==> config.mk <==
export PLATFORM = sky130hd
export DESIGN_NAME = line_editor_erase_kill
export DESIGN_NICKNAME = d
export VERILOG_FILES = /design/src/lee_pkg.sv /design/src/lee_front.sv /design/src/lee_queue.sv /design/src/lee_back.sv /design/src/line_editor_erase_kill.sv
export SDC_FILE = /design/constraint.sdc
export NUM_CORES = 1
export LEC_CHECK = 0
export BUFFER_PORTS_ARGS = -buffer_cell sky130_fd_sc_hd__buf_2
export CAP_MARGIN = 25
export CORE_ASPECT_RATIO = 1.25
export CORE_UTILIZATION = 30
export DETAILED_ROUTE_END_ITERATION = 6
export SKIP_LAST_GASP = 1
export SYNTH_ARGS = -nofsm -noshare
export SYNTH_HDL_FRONTEND = slang
export SYNTH_HIERARCHICAL = 1
export SYNTH_SLANG_ARGS = --single-unit
==> constraint.sdc <==
create_clock -name clk_i -period 2.99 [get_ports clk_i]
set_input_delay 0.299 -clock clk_i [delete_from_list [all_inputs] [get_ports clk_i]]
set_output_delay 0.299 -clock clk_i [all_outputs]
set_load 0.02 [all_outputs]
==> src/lee_pkg.sv <==
// Shared types and constants for the line editor with erase and kill.
// Used by the front end, the command queue and the back end.
`default_nettype none
package lee_pkg;

  localparam int LEE_DEPTH  = 64;
  localparam int LEE_QDEPTH = 2;

  localparam logic [7:0] ERASE_CHAR_RST = 8'd35;
  localparam logic [7:0] KILL_CHAR_RST  = 8'd64;
  localparam logic [7:0] END_CHAR_RST   = 8'd10;

  localparam logic [1:0] CFG_ERASE = 2'd0;
  localparam logic [1:0] CFG_KILL  = 2'd1;
  localparam logic [1:0] CFG_END   = 2'd2;

  typedef enum logic [1:0] {
    KIND_CHAR  = 2'd0,
    KIND_ERASE = 2'd1,
    KIND_KILL  = 2'd2,
    KIND_END   = 2'd3
  } kind_e;

  typedef struct packed {
    kind_e      kind;
    logic [7:0] data;
  } cmd_t;

  typedef enum logic [1:0] {
    ST_IDLE  = 2'b01,
    ST_DRAIN = 2'b10
  } back_state_e;

endpackage
`default_nettype wire

==> src/lee_front.sv <==
// Front end: configuration registers and byte classification.
// Depends on lee_pkg for the command type and register indexes.
`default_nettype none
module lee_front import lee_pkg::*; (
  input  wire logic       clk_i,
  input  wire logic       rst_ni,
  input  wire logic       cfg_we_i,
  input  wire logic [1:0] cfg_idx_i,
  input  wire logic [7:0] cfg_data_i,
  input  wire logic       in_valid_i,
  output logic            in_ready_o,
  input  wire logic [7:0] in_byte_i,
  output logic            cmd_valid_o,
  input  wire logic       cmd_ready_i,
  output cmd_t            cmd_o
);

  logic [7:0] erase_q, kill_q, end_q;

  always_ff @(posedge clk_i or negedge rst_ni) begin
    if (!rst_ni) begin
      erase_q <= ERASE_CHAR_RST;
      kill_q  <= KILL_CHAR_RST;
      end_q   <= END_CHAR_RST;
    end else if (cfg_we_i) begin
      case (cfg_idx_i)
        CFG_ERASE: erase_q <= cfg_data_i;
        CFG_KILL:  kill_q  <= cfg_data_i;
        CFG_END:   end_q   <= cfg_data_i;
        default: ;
      endcase
    end
  end

  // The end code takes priority, then erase, then kill.
  always_comb begin
    cmd_o.data = in_byte_i;
    if (in_byte_i == end_q) begin
      cmd_o.kind = KIND_END;
    end else if (in_byte_i == erase_q) begin
      cmd_o.kind = KIND_ERASE;
    end else if (in_byte_i == kill_q) begin
      cmd_o.kind = KIND_KILL;
    end else begin
      cmd_o.kind = KIND_CHAR;
    end
  end

  assign cmd_valid_o = in_valid_i;
  assign in_ready_o  = cmd_ready_i;

endmodule
`default_nettype wire

==> src/lee_queue.sv <==
// Short command queue between the front end and the back end.
// Depends on lee_pkg for the command type and queue depth.
`default_nettype none
module lee_queue import lee_pkg::*; (
  input  wire logic clk_i,
  input  wire logic rst_ni,
  input  wire logic push_valid_i,
  output logic      push_ready_o,
  input  cmd_t      push_cmd_i,
  output logic      pop_valid_o,
  input  wire logic pop_ready_i,
  output cmd_t      pop_cmd_o
);

  localparam int PW = (LEE_QDEPTH > 1) ? $clog2(LEE_QDEPTH) : 1;
  localparam int CW = $clog2(LEE_QDEPTH + 1);

  cmd_t          entry_q [LEE_QDEPTH];
  logic [PW-1:0] wptr_q, wptr_d, rptr_q, rptr_d;
  logic [CW-1:0] count_q, count_d;
  logic          push, pop;

  assign push_ready_o = (count_q != CW'(LEE_QDEPTH));
  assign pop_valid_o  = (count_q != '0);
  assign push         = push_valid_i && push_ready_o;
  assign pop          = pop_valid_o && pop_ready_i;
  assign pop_cmd_o    = entry_q[rptr_q];

  always_comb begin
    wptr_d  = wptr_q;
    rptr_d  = rptr_q;
    count_d = count_q;
    if (push) begin
      wptr_d = (wptr_q == PW'(LEE_QDEPTH - 1)) ? '0 : wptr_q + PW'(1);
    end
    if (pop) begin
      rptr_d = (rptr_q == PW'(LEE_QDEPTH - 1)) ? '0 : rptr_q + PW'(1);
    end
    if (push && !pop) begin
      count_d = count_q + CW'(1);
    end else if (pop && !push) begin
      count_d = count_q - CW'(1);
    end
  end

  always_ff @(posedge clk_i or negedge rst_ni) begin
    if (!rst_ni) begin
      wptr_q  <= '0;
      rptr_q  <= '0;
      count_q <= '0;
    end else begin
      wptr_q  <= wptr_d;
      rptr_q  <= rptr_d;
      count_q <= count_d;
    end
  end

  always_ff @(posedge clk_i) begin
    if (push) begin
      entry_q[wptr_q] <= push_cmd_i;
    end
  end

endmodule
`default_nettype wire

==> src/lee_back.sv <==
// Back end: line buffer memory, fill count, drain sequencer and output register.
// Depends on lee_pkg for the command type and state encoding.
`default_nettype none
module lee_back import lee_pkg::*; #(
  parameter int DEPTH = LEE_DEPTH
) (
  input  wire logic       clk_i,
  input  wire logic       rst_ni,
  input  wire logic       cmd_valid_i,
  output logic            cmd_ready_o,
  input  cmd_t            cmd_i,
  output logic            out_valid_o,
  input  wire logic       out_ready_i,
  output logic [7:0]      out_byte_o,
  output logic            last_of_line_o,
  output logic            empty_line_o
);

  localparam int AW = (DEPTH > 1) ? $clog2(DEPTH) : 1;
  localparam int CW = $clog2(DEPTH + 1);

  logic [7:0]    mem_q [DEPTH];
  logic [7:0]    rd_data_q;
  back_state_e   state_q, state_d;
  logic [CW-1:0] cnt_q, cnt_d, rd_idx_q, rd_idx_d;
  logic          pend_q, pend_last_q, pend_empty_q;
  logic          out_valid_q, out_last_q, out_empty_q;
  logic [7:0]    out_byte_q;
  logic          pend_adv, can_issue, drain_issue, empty_issue, wr_en, rd_last, idle;

  assign idle        = (state_q == ST_IDLE);
  assign pend_adv    = pend_q && (!out_valid_q || out_ready_i);
  assign can_issue   = !pend_q || pend_adv;
  assign rd_last     = ((rd_idx_q + CW'(1)) == cnt_q);
  assign drain_issue = (state_q == ST_DRAIN) && can_issue;
  assign empty_issue = idle && cmd_valid_i && (cmd_i.kind == KIND_END)
                       && (cnt_q == '0) && can_issue;
  assign wr_en       = idle && cmd_valid_i && (cmd_i.kind == KIND_CHAR)
                       && (cnt_q < CW'(DEPTH));

  always_comb begin
    cmd_ready_o = 1'b0;
    if (idle) begin
      if (cmd_i.kind != KIND_END || cnt_q != '0) begin
        cmd_ready_o = 1'b1;
      end else begin
        cmd_ready_o = can_issue;
      end
    end
  end

  always_comb begin
    state_d  = state_q;
    cnt_d    = cnt_q;
    rd_idx_d = rd_idx_q;
    case (state_q)
      ST_IDLE: begin
        if (cmd_valid_i) begin
          case (cmd_i.kind)
            KIND_CHAR: begin
              if (wr_en) begin
                cnt_d = cnt_q + CW'(1);
              end
            end
            KIND_ERASE: begin
              if (cnt_q != '0) begin
                cnt_d = cnt_q - CW'(1);
              end
            end
            KIND_KILL: cnt_d = '0;
            KIND_END: begin
              if (cnt_q != '0) begin
                state_d  = ST_DRAIN;
                rd_idx_d = '0;
              end
            end
            default: ;
          endcase
        end
      end
      ST_DRAIN: begin
        if (drain_issue) begin
          if (rd_last) begin
            cnt_d   = '0;
            state_d = ST_IDLE;
          end else begin
            rd_idx_d = rd_idx_q + CW'(1);
          end
        end
      end
      default: state_d = ST_IDLE;
    endcase
  end

  always_ff @(posedge clk_i or negedge rst_ni) begin
    if (!rst_ni) begin
      state_q     <= ST_IDLE;
      cnt_q       <= '0;
      rd_idx_q    <= '0;
      pend_q      <= 1'b0;
      out_valid_q <= 1'b0;
    end else begin
      state_q  <= state_d;
      cnt_q    <= cnt_d;
      rd_idx_q <= rd_idx_d;
      if (drain_issue || empty_issue) begin
        pend_q <= 1'b1;
      end else if (pend_adv) begin
        pend_q <= 1'b0;
      end
      if (pend_adv) begin
        out_valid_q <= 1'b1;
      end else if (out_ready_i) begin
        out_valid_q <= 1'b0;
      end
    end
  end

  always_ff @(posedge clk_i) begin
    if (drain_issue || empty_issue) begin
      pend_last_q  <= empty_issue || rd_last;
      pend_empty_q <= empty_issue;
    end
    if (pend_adv) begin
      out_byte_q  <= pend_empty_q ? 8'd0 : rd_data_q;
      out_last_q  <= pend_last_q;
      out_empty_q <= pend_empty_q;
    end
  end

  always_ff @(posedge clk_i) begin
    if (wr_en) begin
      mem_q[cnt_q[AW-1:0]] <= cmd_i.data;
    end
    if (drain_issue) begin
      rd_data_q <= mem_q[rd_idx_q[AW-1:0]];
    end
  end

  assign out_valid_o    = out_valid_q;
  assign out_byte_o     = out_byte_q;
  assign last_of_line_o = out_last_q;
  assign empty_line_o   = out_empty_q;

endmodule
`default_nettype wire

==> src/line_editor_erase_kill.sv <==
// Top level of the line editor with erase and kill codes.
// Depends on lee_pkg, lee_front, lee_queue and lee_back.
//
//   Channel  Handshake              Payload
//   input    in_valid_i/in_ready_o  in_byte_i
//   output   out_valid_o/out_ready_i out_byte_o, last_of_line_o, empty_line_o
//   config   cfg_we_i               cfg_idx_i, cfg_data_i
//
// Ordinary, erase and kill bytes are taken by the back end whenever it is idle.
// A line end with buffered bytes holds the back end in its drain state until each
// byte is read out, through the read data and pending registers to the output.
// Input stalls only once the two-entry command queue is full.
// Reset is asynchronous and active low; no clearing pass is needed.
`default_nettype none
module line_editor_erase_kill import lee_pkg::*; #(
  parameter int DEPTH = LEE_DEPTH
) (
  input  wire logic       clk_i,
  input  wire logic       rst_ni,
  input  wire logic       cfg_we_i,
  input  wire logic [1:0] cfg_idx_i,
  input  wire logic [7:0] cfg_data_i,
  input  wire logic       in_valid_i,
  output logic            in_ready_o,
  input  wire logic [7:0] in_byte_i,
  output logic            out_valid_o,
  input  wire logic       out_ready_i,
  output logic [7:0]      out_byte_o,
  output logic            last_of_line_o,
  output logic            empty_line_o
);

  cmd_t front_cmd, back_cmd;
  logic front_valid, front_ready, back_valid, back_ready;

  lee_front u_front (
    .clk_i      (clk_i),
    .rst_ni     (rst_ni),
    .cfg_we_i   (cfg_we_i),
    .cfg_idx_i  (cfg_idx_i),
    .cfg_data_i (cfg_data_i),
    .in_valid_i (in_valid_i),
    .in_ready_o (in_ready_o),
    .in_byte_i  (in_byte_i),
    .cmd_valid_o(front_valid),
    .cmd_ready_i(front_ready),
    .cmd_o      (front_cmd)
  );

  lee_queue u_queue (
    .clk_i       (clk_i),
    .rst_ni      (rst_ni),
    .push_valid_i(front_valid),
    .push_ready_o(front_ready),
    .push_cmd_i  (front_cmd),
    .pop_valid_o (back_valid),
    .pop_ready_i (back_ready),
    .pop_cmd_o   (back_cmd)
  );

  lee_back #(
    .DEPTH(DEPTH)
  ) u_back (
    .clk_i         (clk_i),
    .rst_ni        (rst_ni),
    .cmd_valid_i   (back_valid),
    .cmd_ready_o   (back_ready),
    .cmd_i         (back_cmd),
    .out_valid_o   (out_valid_o),
    .out_ready_i   (out_ready_i),
    .out_byte_o    (out_byte_o),
    .last_of_line_o(last_of_line_o),
    .empty_line_o  (empty_line_o)
  );

endmodule
`default_nettype wire

==> run_results.csv, run 1 <==
group,metric,value,unit
sta,fin_crit,2.81,ns
sta,setup_viol,0,
drt,postRouteAntennaNets,0,
drt,via_per_inst,4.88,
setup_path,worstPathRequired,3.31,ns
die,die_w,256,µm
yosys,synth.distinct_cells,63,
yosys,ys_ff_latch,598,
setup_path,cp-endpoint,"u_back/mem_q[16][3]",
global_route,grt_max_degree,72,
yosys,synthTopCellsByCount,"edfxtp_1 (552), mux4_2 (142), nor2_1 (78)",
die,start_util,0.305,
yosys,syn_nets,1258,
clock_network,numCtsBuffers,58,
placed_design,post-dp-hpwl,34900,µm
sta,hold_violations,0,
power_and_ir_drop,switching_share,0.284,
global_route,grt_pass1_vias,12700,
drt,wl_per_cell,22.1,µm
yosys,ys_async_sr_fraction,0.0769,
sta,tightest_slew,0.992,ns
clock_network,clkSlewWorstSetupHoldPaths,0.06,ns
clock_network,post_cts_buffers,0,
sta,finClkSkew,0.0283,ns
sta,tns,0,ns
placed_design,routabilityCongestion,0.777,
power_and_ir_drop,seqPwrFrac,0.453,
yosys,yosysMostFrequentCell,"edfxtp_1",
yosys,ys_seq_area_frac,0.735,
clock_network,clock_latency,0.64,ns
yosys,synth_area,0.0241,mm²
power_and_ir_drop,power.leakage,9.06,nW
global_route,antenna_found_initial,0,
die,die_y,319,µm
placed_design,placed_cell_area,0.0262,mm²
drt,drt_iter0_markers,914,
sta,fin_crit_sh,0.940,
setup_path,crit_type,"register to register",
clock_network,cts_tree,"yes",
clock_network,clock-sinks,598,
clock_network,cts-root-buf,"clkbuf_16",
yosys,synth_edf_count,552,
clock_network,cts_max_level,2,
yosys,syn-mean-instance-area,19.8,µm²
run,drv_cap,0,
final_layout,fin_area,0.0284,mm²
worst_hold_path,min-delay-path-class,"input pin to register",
power_and_ir_drop,p_clk_frac,0.319,
setup_path,startpoint,"u_queue/rptr_q",
power_and_ir_drop,power.switching,0.00675,W
drt,dr.pass1.iters,5,
yosys,synth_top_cell_by_area,"edfxtp_1",
final_layout,multiInputGateArea,0.00600,mm²
setup_path,r2r_start,"u_queue/rptr_q",
die,core_region_area,0.0791,mm²
clock_network,cts.path.max_buffers,3,
sta,fmax,356,MHz
power_and_ir_drop,powerDensity,839,mW/mm²
yosys,synth_area_leaders,"edfxtp_1 (69%), mux4_2 (13%), dfrtp_1 (4.0%)",
final_layout,seqCellArea,0.0177,mm²
placed_design,portBuffers,34,
yosys,ys.flop_type,"edfxtp_1",
die,rows,115,
final_layout,diodes,0,
power_and_ir_drop,p_int,0.0171,W
drt,wl,54600,µm
power_and_ir_drop,ir_worst_vdd,0.000488,V
drt,via_count,12100,
die,dieArea,0.0816,mm²
power_and_ir_drop,pwr-share-comb,0.227,
yosys,yosysWarnings,6,
setup_path,worst_r2r_endpoint,"u_back/mem_q[16][3]",
final_layout,area_growth,17.6,%
setup_path,reg2reg_depth,8,
global_route,grt_pass1_wl,82400,µm
final_layout,fillers,7349,
setup_path,cp.arrival,3.13,ns
yosys,synth_top_area_frac,0.687,
global_route,grt_usage,0.135,
global_route,grt_overflow_total,0,
setup_path,endpoint_kind,"register",
yosys,syn_inst,1221,
sta,rsz0062_at_grt,"no",
final_layout,drive_above_1_share,0.306,
sta,slew_headroom,0.339,
final_layout,final_net_count,1412,
sta,slew_viol_final,0,
drt,detail_route.drc_violations,0,
setup_path,worstPathMaxFanout,8,
setup_path,start_kind,"register",
die,boundaryPins,35,
setup_path,rrSetupSlack,0.18,ns
run_status,outcome,"complete, no violations",
[what timing repair did]
item	in CTS	in global routing
setup endpoints to repair	0	9
hold buffers	19	0
endpoints found under the hold margin	68	0
resized for setup	0	2
[registers in the layout (all words and copies together), names as in the netlist, 2 cells and up]
name	cells
u_front/erase_q	8
u_back/cnt_q	7
u_back/out_byte_o	8
u_back/rd_data_q	8
u_queue/count_q	2
u_front/end_q	8
u_back/state_q	2
u_back/mem_q	512
u_front/kill_q	8
u_queue/entry_q	20
u_back/rd_idx_q	7
[power groups by stage]
stage                     sequential (W)  combinational, W  clock (W)
final                             0.0108           0.00542    0.00761
after global routing              0.0108           0.00589    0.00807
after CTS                         0.0108           0.00552    0.00776
after detailed placement          0.0110           0.00549          0
after global placement            0.0110           0.00535          0
after floorplan                   0.0109           0.00364          0
[layout by cell type (no fill, tap or decap), drive strengths merged, types with 3 or more instances in the layout]
| master | n |
|---|---|
| edfxtp | 552 |
| mux4 | 144 |
| buf | 144 |
| nor2 | 78 |
| clkbuf | 64 |
| dfrtp | 39 |
| nand2 | 36 |
| mux2 | 35 |
| clkinv | 29 |
| xor2 | 22 |
| dlygate4sd3 | 19 |
| nor2b | 19 |
| xnor2 | 17 |
| inv | 15 |
| a31oi | 14 |
| ha | 13 |
| mux2i | 12 |
| nand3 | 12 |
| o21ai | 12 |
| nor3 | 11 |
| bufinv | 10 |
| a21oi | 10 |
| a211oi | 9 |
| o221ai | 8 |
| o22ai | 8 |
| a22oi | 8 |
| o211ai | 7 |
| dfstp | 7 |
| nand2b | 7 |
| and3 | 6 |
| nand3b | 6 |
| nor4 | 5 |
| or2 | 5 |
| nor4b | 5 |
| a22o | 4 |
| and2 | 3 |
[worst min-delay path by stage]
| stage | start | to | slack (ns) | depth (start not counted) |
|---|---|---|---|---|
| finish | cfg_idx_i[0] | u_front/erase_q[7] | 0.16 | 3 |
| global route | cfg_idx_i[0] | u_front/erase_q[7] | 0.15 | 3 |
| CTS | cfg_idx_i[1] | u_front/erase_q[7] | 0.12 | 3 |
| detailed placement | rst_ni | u_front/erase_q[3] | 0.38 | 1 |
| global placement | rst_ni | u_front/erase_q[3] | 0.37 | 1 |
| floorplan | rst_ni | u_back/cnt_q[0] | 0.003 | 0 |
[cell type report]
type / count / share of cell area
clock buffers: 64 / 0.0519
clock inverters: 44 / 0.0181
inverters: 12 / 0.00159
multi-input cells: 542 / 0.211
flip-flops and latches: 598 / 0.625
well taps: 1053 / 0.0464
repair buffers: 163 / 0.0453
[worst max-delay path, stage by stage (launching register included)]
cell and delay (ns):
dfrtp_1 0.47, mux2_2 0.40, inv_1 0.09, ha_1 0.22, nor4b_1 0.25, buf_4 0.17
nand2_1 0.40, nor2_1 0.27, buf_4 0.22
[layer usage]
layer	vias up	routed length (µm)	GRT usage	part of all wire
met5	-	0	0	0
met3	90	2730	0.0203	0.050
li1	5279	-	-	-
met1	6388	21500	0.165	0.39
met4	0	1430	0.0434	0.026
met2	329	28900	0.242	0.53
[logic make-up after synthesis]
family / synth area share
simple gates: 0.0438
fa+ha+maj: 0.00757
xor+xnor: 0.0142
flops: 0.735
mux: 0.156
compound gates: 0.0270
buf+inv: 0.0164
[metrics by stage]
| step | hold WS [ns] | setup slack [ns] | std cells | util | total power [W] |
|---|---|---|---|---|---|
| 2_1_floorplan | 0.00341 | 0.324 | 1221 | - | 0.0145 |
| 3_3_place_gp | 0.375 | 0.175 | 2348 | 0.331 | 0.0163 |
| 3_5_place_dp | 0.384 | 0.196 | 2348 | 0.331 | 0.0165 |
| 4_1_cts | 0.118 | 0.167 | 2475 | 0.358 | 0.0241 |
| 5_1_grt | 0.146 | 0.0363 | 2476 | 0.359 | 0.0248 |
| 6_report | 0.157 | 0.180 | 2476 | 0.359 | 0.0238 |
Note: power is estimated with default switching activity, not from simulation.
==> run 2, diff against run 1 <==
--- a/config.mk
+++ b/config.mk
@@ -5,7 +5,7 @@
 export SDC_FILE = /design/constraint.sdc
 export NUM_CORES = 1
 export LEC_CHECK = 0
-export BUFFER_PORTS_ARGS = -buffer_cell sky130_fd_sc_hd__buf_2
+export BUFFER_PORTS_ARGS = -buffer_cell sky130_fd_sc_hd__buf_4
 export CAP_MARGIN = 25
 export CORE_ASPECT_RATIO = 1.25
 export CORE_UTILIZATION = 30
==> run_results.csv, run 2 (synthesis results as in run 1) <==
group,metric,value,unit
die,rows,115,
run,drv_cap,0,
power_and_ir_drop,power.leakage,9.10,nW
global_route,grt_usage,0.135,
final_layout,final_common_cell,"edfxtp_1",
die,dieArea,0.0816,mm²
power_and_ir_drop,powerDensity,831,mW/mm²
clock_network,cts_max_level,2,
sta,tns,0,ns
drt,detail_route.drc_violations,0,
final_layout,diodes,0,
setup_path,crit_type,"register to register",
drt,wl_per_cell,21.9,µm
placed_design,routabilityCongestion,0.804,
placed_design,portBuffers,34,
sta,finClkSkew,0.0315,ns
die,die_y,319,µm
placed_design,post-dp-hpwl,35700,µm
final_layout,area_growth,18.1,%
global_route,grt_overflow_total,0,
sta,rsz0062_at_grt,"no",
sta,setup_viol,0,
clock_network,cts.path.max_buffers,3,
final_layout,final_net_count,1422,
sta,fin_crit_sh,0.942,
sta,fmax,355,MHz
global_route,antenna_found_initial,0,
die,die_w,256,µm
sta,slew_headroom,0.366,
die,start_util,0.305,
drt,postRouteAntennaNets,0,
sta,fin_crit,2.82,ns
die,core_region_area,0.0791,mm²
sta,slew_viol_final,0,
setup_path,cp.arrival,3.16,ns
drt,wl,54300,µm
sta,hold_violations,0,
clock_network,cts-root-buf,"clkbuf_16",
drt,via_per_inst,4.86,
global_route,grt_max_degree,47,
final_layout,seqCellArea,0.0177,mm²
sta,tightest_slew,0.951,ns
final_layout,layout_common_cells,"edfxtp_1 (552), buf_4 (143), mux4_2 (142)",
drt,dr.pass1.iters,5,
sta,timing.hold.ws,0.0987,ns
setup_path,worstPathRequired,3.34,ns
clock_network,post_cts_buffers,0,
clock_network,cts_tree,"yes",
setup_path,worstPathMaxFanout,6,
setup_path,start_kind,"register",
setup_path,endpoint_kind,"register",
run_status,outcome,"complete, no violations",
final_layout,multiInputGateArea,0.00600,mm²
drt,via_count,12100,
clock_network,clkSlewWorstSetupHoldPaths,0.06,ns
drt,drt_iter0_markers,1048,
final_layout,fillers,7342,
clock_network,clock-sinks,598,
clock_network,numCtsBuffers,58,
worst_hold_path,hold_path_depth,3,
worst_hold_path,min-delay-path-class,"input pin to register",
die,boundaryPins,35,
clock_network,clock_latency,0.64,ns
global_route,grt_pass1_vias,12600,
final_layout,drive_above_1_share,0.309,
power_and_ir_drop,ir_worst_vdd,0.000445,V
setup_path,reg2reg_depth,8,
global_route,grt_pass1_wl,82600,µm
final_layout,largest_reg_flops,512,
-- run 2: timing repair --
action / CTS / global route
endpoints found under the hold margin: 81 / 0
hold buffers: 19 / 0
setup endpoints to repair: 0 / 1
resized for setup: 0 / 1
-- run 2: critical path, stage by stage (launching register included) --
cell      delay (ns)
dfrtp_1         0.44
mux2_2          0.40
inv_1           0.09
ha_1            0.20
nor4bb_1        0.37
buf_4           0.20
nand2_1         0.24
nor2_1          0.38
buf_4           0.21
-- run 2: layout make-up --
| type | count | area share |
|---|---|---|
| clock inverter | 35 | 0.0148 |
| sequential | 598 | 0.623 |
| timing repair buffer | 173 | 0.0521 |
| inverter | 12 | 0.00158 |
| multi-input combinational | 542 | 0.211 |
| clock buffer | 66 | 0.0520 |
| tap | 1053 | 0.0462 |
-- run 2: final timing paths --
check | start | endpoint | slack [ns]
setup / recovery | u_queue/rptr_q | u_back/mem_q[3][2] | 0.17
hold / removal | cfg_idx_i[1] | u_front/erase_q[4] | 0.1
setup reg to reg | u_queue/rptr_q | u_back/mem_q[3][2] | 0.17
hold reg to reg | u_back/pend_last_q | u_back/last_of_line_o | 0.43
max in group asynchronous | rst_ni | u_back/rd_idx_q[1] | 2.32
min in group asynchronous | rst_ni | u_front/end_q[0] | 0.22
-- run 2: stage by stage --
stage | cell area (µm²) | power, W | worst slack (ns) | util | instances
3_3_place_gp | 26400 | 0.0165 | 0.199 | 0.333 | 2358
3_5_place_dp | 26400 | 0.0166 | 0.216 | 0.334 | 2359
4_1_cts | 28500 | 0.0240 | 0.183 | 0.360 | 2479
5_1_grt | 28500 | 0.0247 | 0.0605 | 0.360 | 2479
2_1_floorplan | 24100 | 0.0145 | 0.324 | - | 1221
6_report | 28500 | 0.0237 | 0.175 | 0.360 | 2479
-- run 2: report_power, final --
group          internal, W  switching (W)
registers           0.0105       0.000295
clock network      0.00418        0.00313
logic              0.00223        0.00335
total               0.0169        0.00678
-- run 2: per-layer routing --
| layer | routed length [µm] | GRT usage | vias up |
|---|---|---|---|
| met1 | 22300 | 0.173 | 6362 |
| met2 | 27800 | 0.232 | 322 |
| met5 | 0 | 0 | - |
| met4 | 1380 | 0.0430 | 0 |
| met3 | 2780 | 0.0230 | 79 |
| li1 | - | - | 5287 |
==> run 3, diff against run 2 <==
--- a/config.mk
+++ b/config.mk
@@ -6,7 +6,7 @@
 export NUM_CORES = 1
 export LEC_CHECK = 0
 export BUFFER_PORTS_ARGS = -buffer_cell sky130_fd_sc_hd__buf_4
-export CAP_MARGIN = 25
+export CAP_MARGIN = 20
 export CORE_ASPECT_RATIO = 1.25
 export CORE_UTILIZATION = 30
 export DETAILED_ROUTE_END_ITERATION = 6
==> constraint.sdc (replaced) <==
create_clock -name clk_i -period 3.55 [get_ports clk_i]
set_input_delay 0.355 -clock clk_i [delete_from_list [all_inputs] [get_ports clk_i]]
set_output_delay 0.355 -clock clk_i [all_outputs]
set_load 0.02 [all_outputs]
==> run_results.csv, run 3 (synthesis results as in run 1) <==
group,metric,value,unit
run_status,outcome,"complete, no violations",
clock_network,clock_latency,0.65,ns
drt,dr.pass1.iters,5,
power_and_ir_drop,p_int,0.0140,W
global_route,grt_use_met3,0.0184,
power_and_ir_drop,pwr-share-comb,0.228,
power_and_ir_drop,p_clk_frac,0.309,
global_route,grtUsageMet1,0.165,
setup_path,worstPathMaxFanout,11,
final_layout,diodes,0,
sta,slew_viol_final,0,
global_route,grt_usage,0.131,
drt,wl,52900,µm
final_layout,area_growth,16.9,%
sta,timing.hold.ws,0.0777,ns
sta,finClkSkew,0.0410,ns
worst_hold_path,hp-start,"in_valid_i",
sta,slew_headroom,0.349,
global_route,grt_pass1_vias,12600,
die,dieArea,0.0816,mm²
drt,via_count,11900,
sta,setup_viol,0,
sta,tightest_slew,0.973,ns
setup_path,r2r_start,"u_queue/rptr_q",
setup_path,reg2reg_depth,7,
power_and_ir_drop,switching_share,0.288,
global_route,grt_max_degree,84,
clock_network,clock-sinks,598,
final_layout,final_net_count,1395,
clock_network,clkSlewWorstSetupHoldPaths,0.06,ns
setup_path,cp.arrival,3.57,ns
sta,rsz0062_at_grt,"no",
power_and_ir_drop,power.switching,0.00569,W
clock_network,cts_tree,"yes",
worst_hold_path,min-delay-path-class,"input pin to register",
sta,fin_crit_sh,0.913,
setup_path,worstPathRequired,3.88,ns
die,start_util,0.305,
setup_path,worst_r2r_endpoint,"u_back/mem_q[25][4]",
sta,hold_violations,0,
clock_network,numCtsBuffers,58,
setup_path,endpoint_kind,"register",
global_route,use_met2,0.232,
drt,via_per_inst,4.85,
power_and_ir_drop,seqPwrFrac,0.464,
die,die_y,319,µm
worst_hold_path,hold_end,"u_queue/wptr_q",
sta,tns,0,ns
global_route,grt_overflow_total,0,
final_layout,drive_above_1_share,0.299,
setup_path,start_kind,"register",
placed_design,post-dp-hpwl,34200,µm
drt,postRouteAntennaNets,0,
global_route,grt_pass1_wl,80500,µm
final_layout,fillers,7375,
power_and_ir_drop,power.leakage,8.96,nW
clock_network,cts-root-buf,"clkbuf_16",
final_layout,final_common_cell,"edfxtp_1",
global_route,antenna_found_initial,0,
die,die_w,256,µm
placed_design,routabilityCongestion,0.790,
die,boundaryPins,35,
die,core_region_area,0.0791,mm²
run,drv_cap,0,
sta,fin_crit,3.24,ns
drt,drt_iter0_markers,817,
placed_design,portBuffers,34,
setup_path,crit_type,"register to register",
drt,wl_per_cell,21.6,µm
die,rows,115,
global_route,top_usage_layer,"met2",
sta,fmax,308,MHz
final_layout,layout_common_cells,"edfxtp_1 (552), mux4_2 (142), buf_4 (121)",
power_and_ir_drop,powerDensity,700,mW/mm²
final_layout,largest_reg_flops,512,
drt,detail_route.drc_violations,0,
clock_network,cts_max_level,2,
worst_hold_path,hold_path_depth,3,
clock_network,cts.path.max_buffers,3,
power_and_ir_drop,ir_worst_vdd,0.000429,V
setup_path,rrSetupSlack,0.31,ns
## run 3: cell types whose count changed in the layout (fill, tap and decap cells not counted), moves of 3 or more
cell | before | now
buf_4 | 143 | 121
buf_12 | 11 | 7
clkinv_2 | 8 | 12
clkbuf_8 | 0 | 3
## run 3: worst max-delay path: stages, from the launching register on
cell      delay [ns]
dfrtp_1         0.60
mux2_2          0.42
inv_1           0.08
ha_1            0.21
nor4bb_1        0.55
nand2_1         0.60
nor2_1          0.28
buf_4           0.20
## run 3: layout make-up
type / instances / area [µm²] / area share
well taps: 1053 / 1320 / 0.0467
multi-input cells: 542 / 6000 / 0.213
flip-flops and latches: 598 / 17700 / 0.629
clock inverters: 36 / 363 / 0.0129
inverters: 12 / 45.0 / 0.00160
repair buffers: 146 / 1230 / 0.0435
clock buffers: 68 / 1520 / 0.0538
## run 3: routing by layer
metal | routed length, µm | vias to the layer above | share of wire
met5 | 0 | - | 0
met4 | 1200 | 0 | 0.023
met3 | 2280 | 77 | 0.043
met2 | 27600 | 272 | 0.52
met1 | 21800 | 6333 | 0.41
li1 | - | 5232 | -
## run 3: metrics by stage
step | util | cells | cell area [µm²] | total power, W | setup slack [ns]
2_1_floorplan | - | 1221 | 24100 | 0.0122 | 0.884
3_3_place_gp | 0.330 | 2331 | 26100 | 0.0138 | 0.350
3_5_place_dp | 0.330 | 2333 | 26200 | 0.0139 | 0.304
4_1_cts | 0.357 | 2455 | 28200 | 0.0200 | 0.283
5_1_grt | 0.357 | 2455 | 28200 | 0.0206 | 0.142
6_report | 0.357 | 2455 | 28200 | 0.0197 | 0.308
## run 3: how the worst max path moves through the flow
stage,slack (ns),depth (start not counted),endpoint,from
after floorplan,0.88,7,u_back/mem_q[63][0],u_queue/rptr_q
after global placement,0.35,7,u_back/mem_q[21][0],u_queue/rptr_q
after detailed placement,0.30,7,u_back/mem_q[37][1],u_queue/rptr_q
after CTS,0.28,7,u_back/mem_q[37][7],u_queue/rptr_q
after global routing,0.14,7,u_back/mem_q[37][7],u_queue/rptr_q
final,0.31,7,u_back/mem_q[25][4],u_queue/rptr_q
## run 3: power groups by stage
stage | clock, W | sequential (W) | combinational (W)
floorplan | 0 | 0.00914 | 0.00307
global route | 0.00647 | 0.00920 | 0.00488
global placement | 0 | 0.00931 | 0.00446
detailed placement | 0 | 0.00931 | 0.00455
CTS | 0.00624 | 0.00916 | 0.00458
finish | 0.00609 | 0.00915 | 0.00450
## run 3: timing repair
item,4_1_cts,5_1_grt
endpoints found under the hold margin,80,0
setup buffers,0,0
gates resized for setup,0,0
hold buffers,18,0
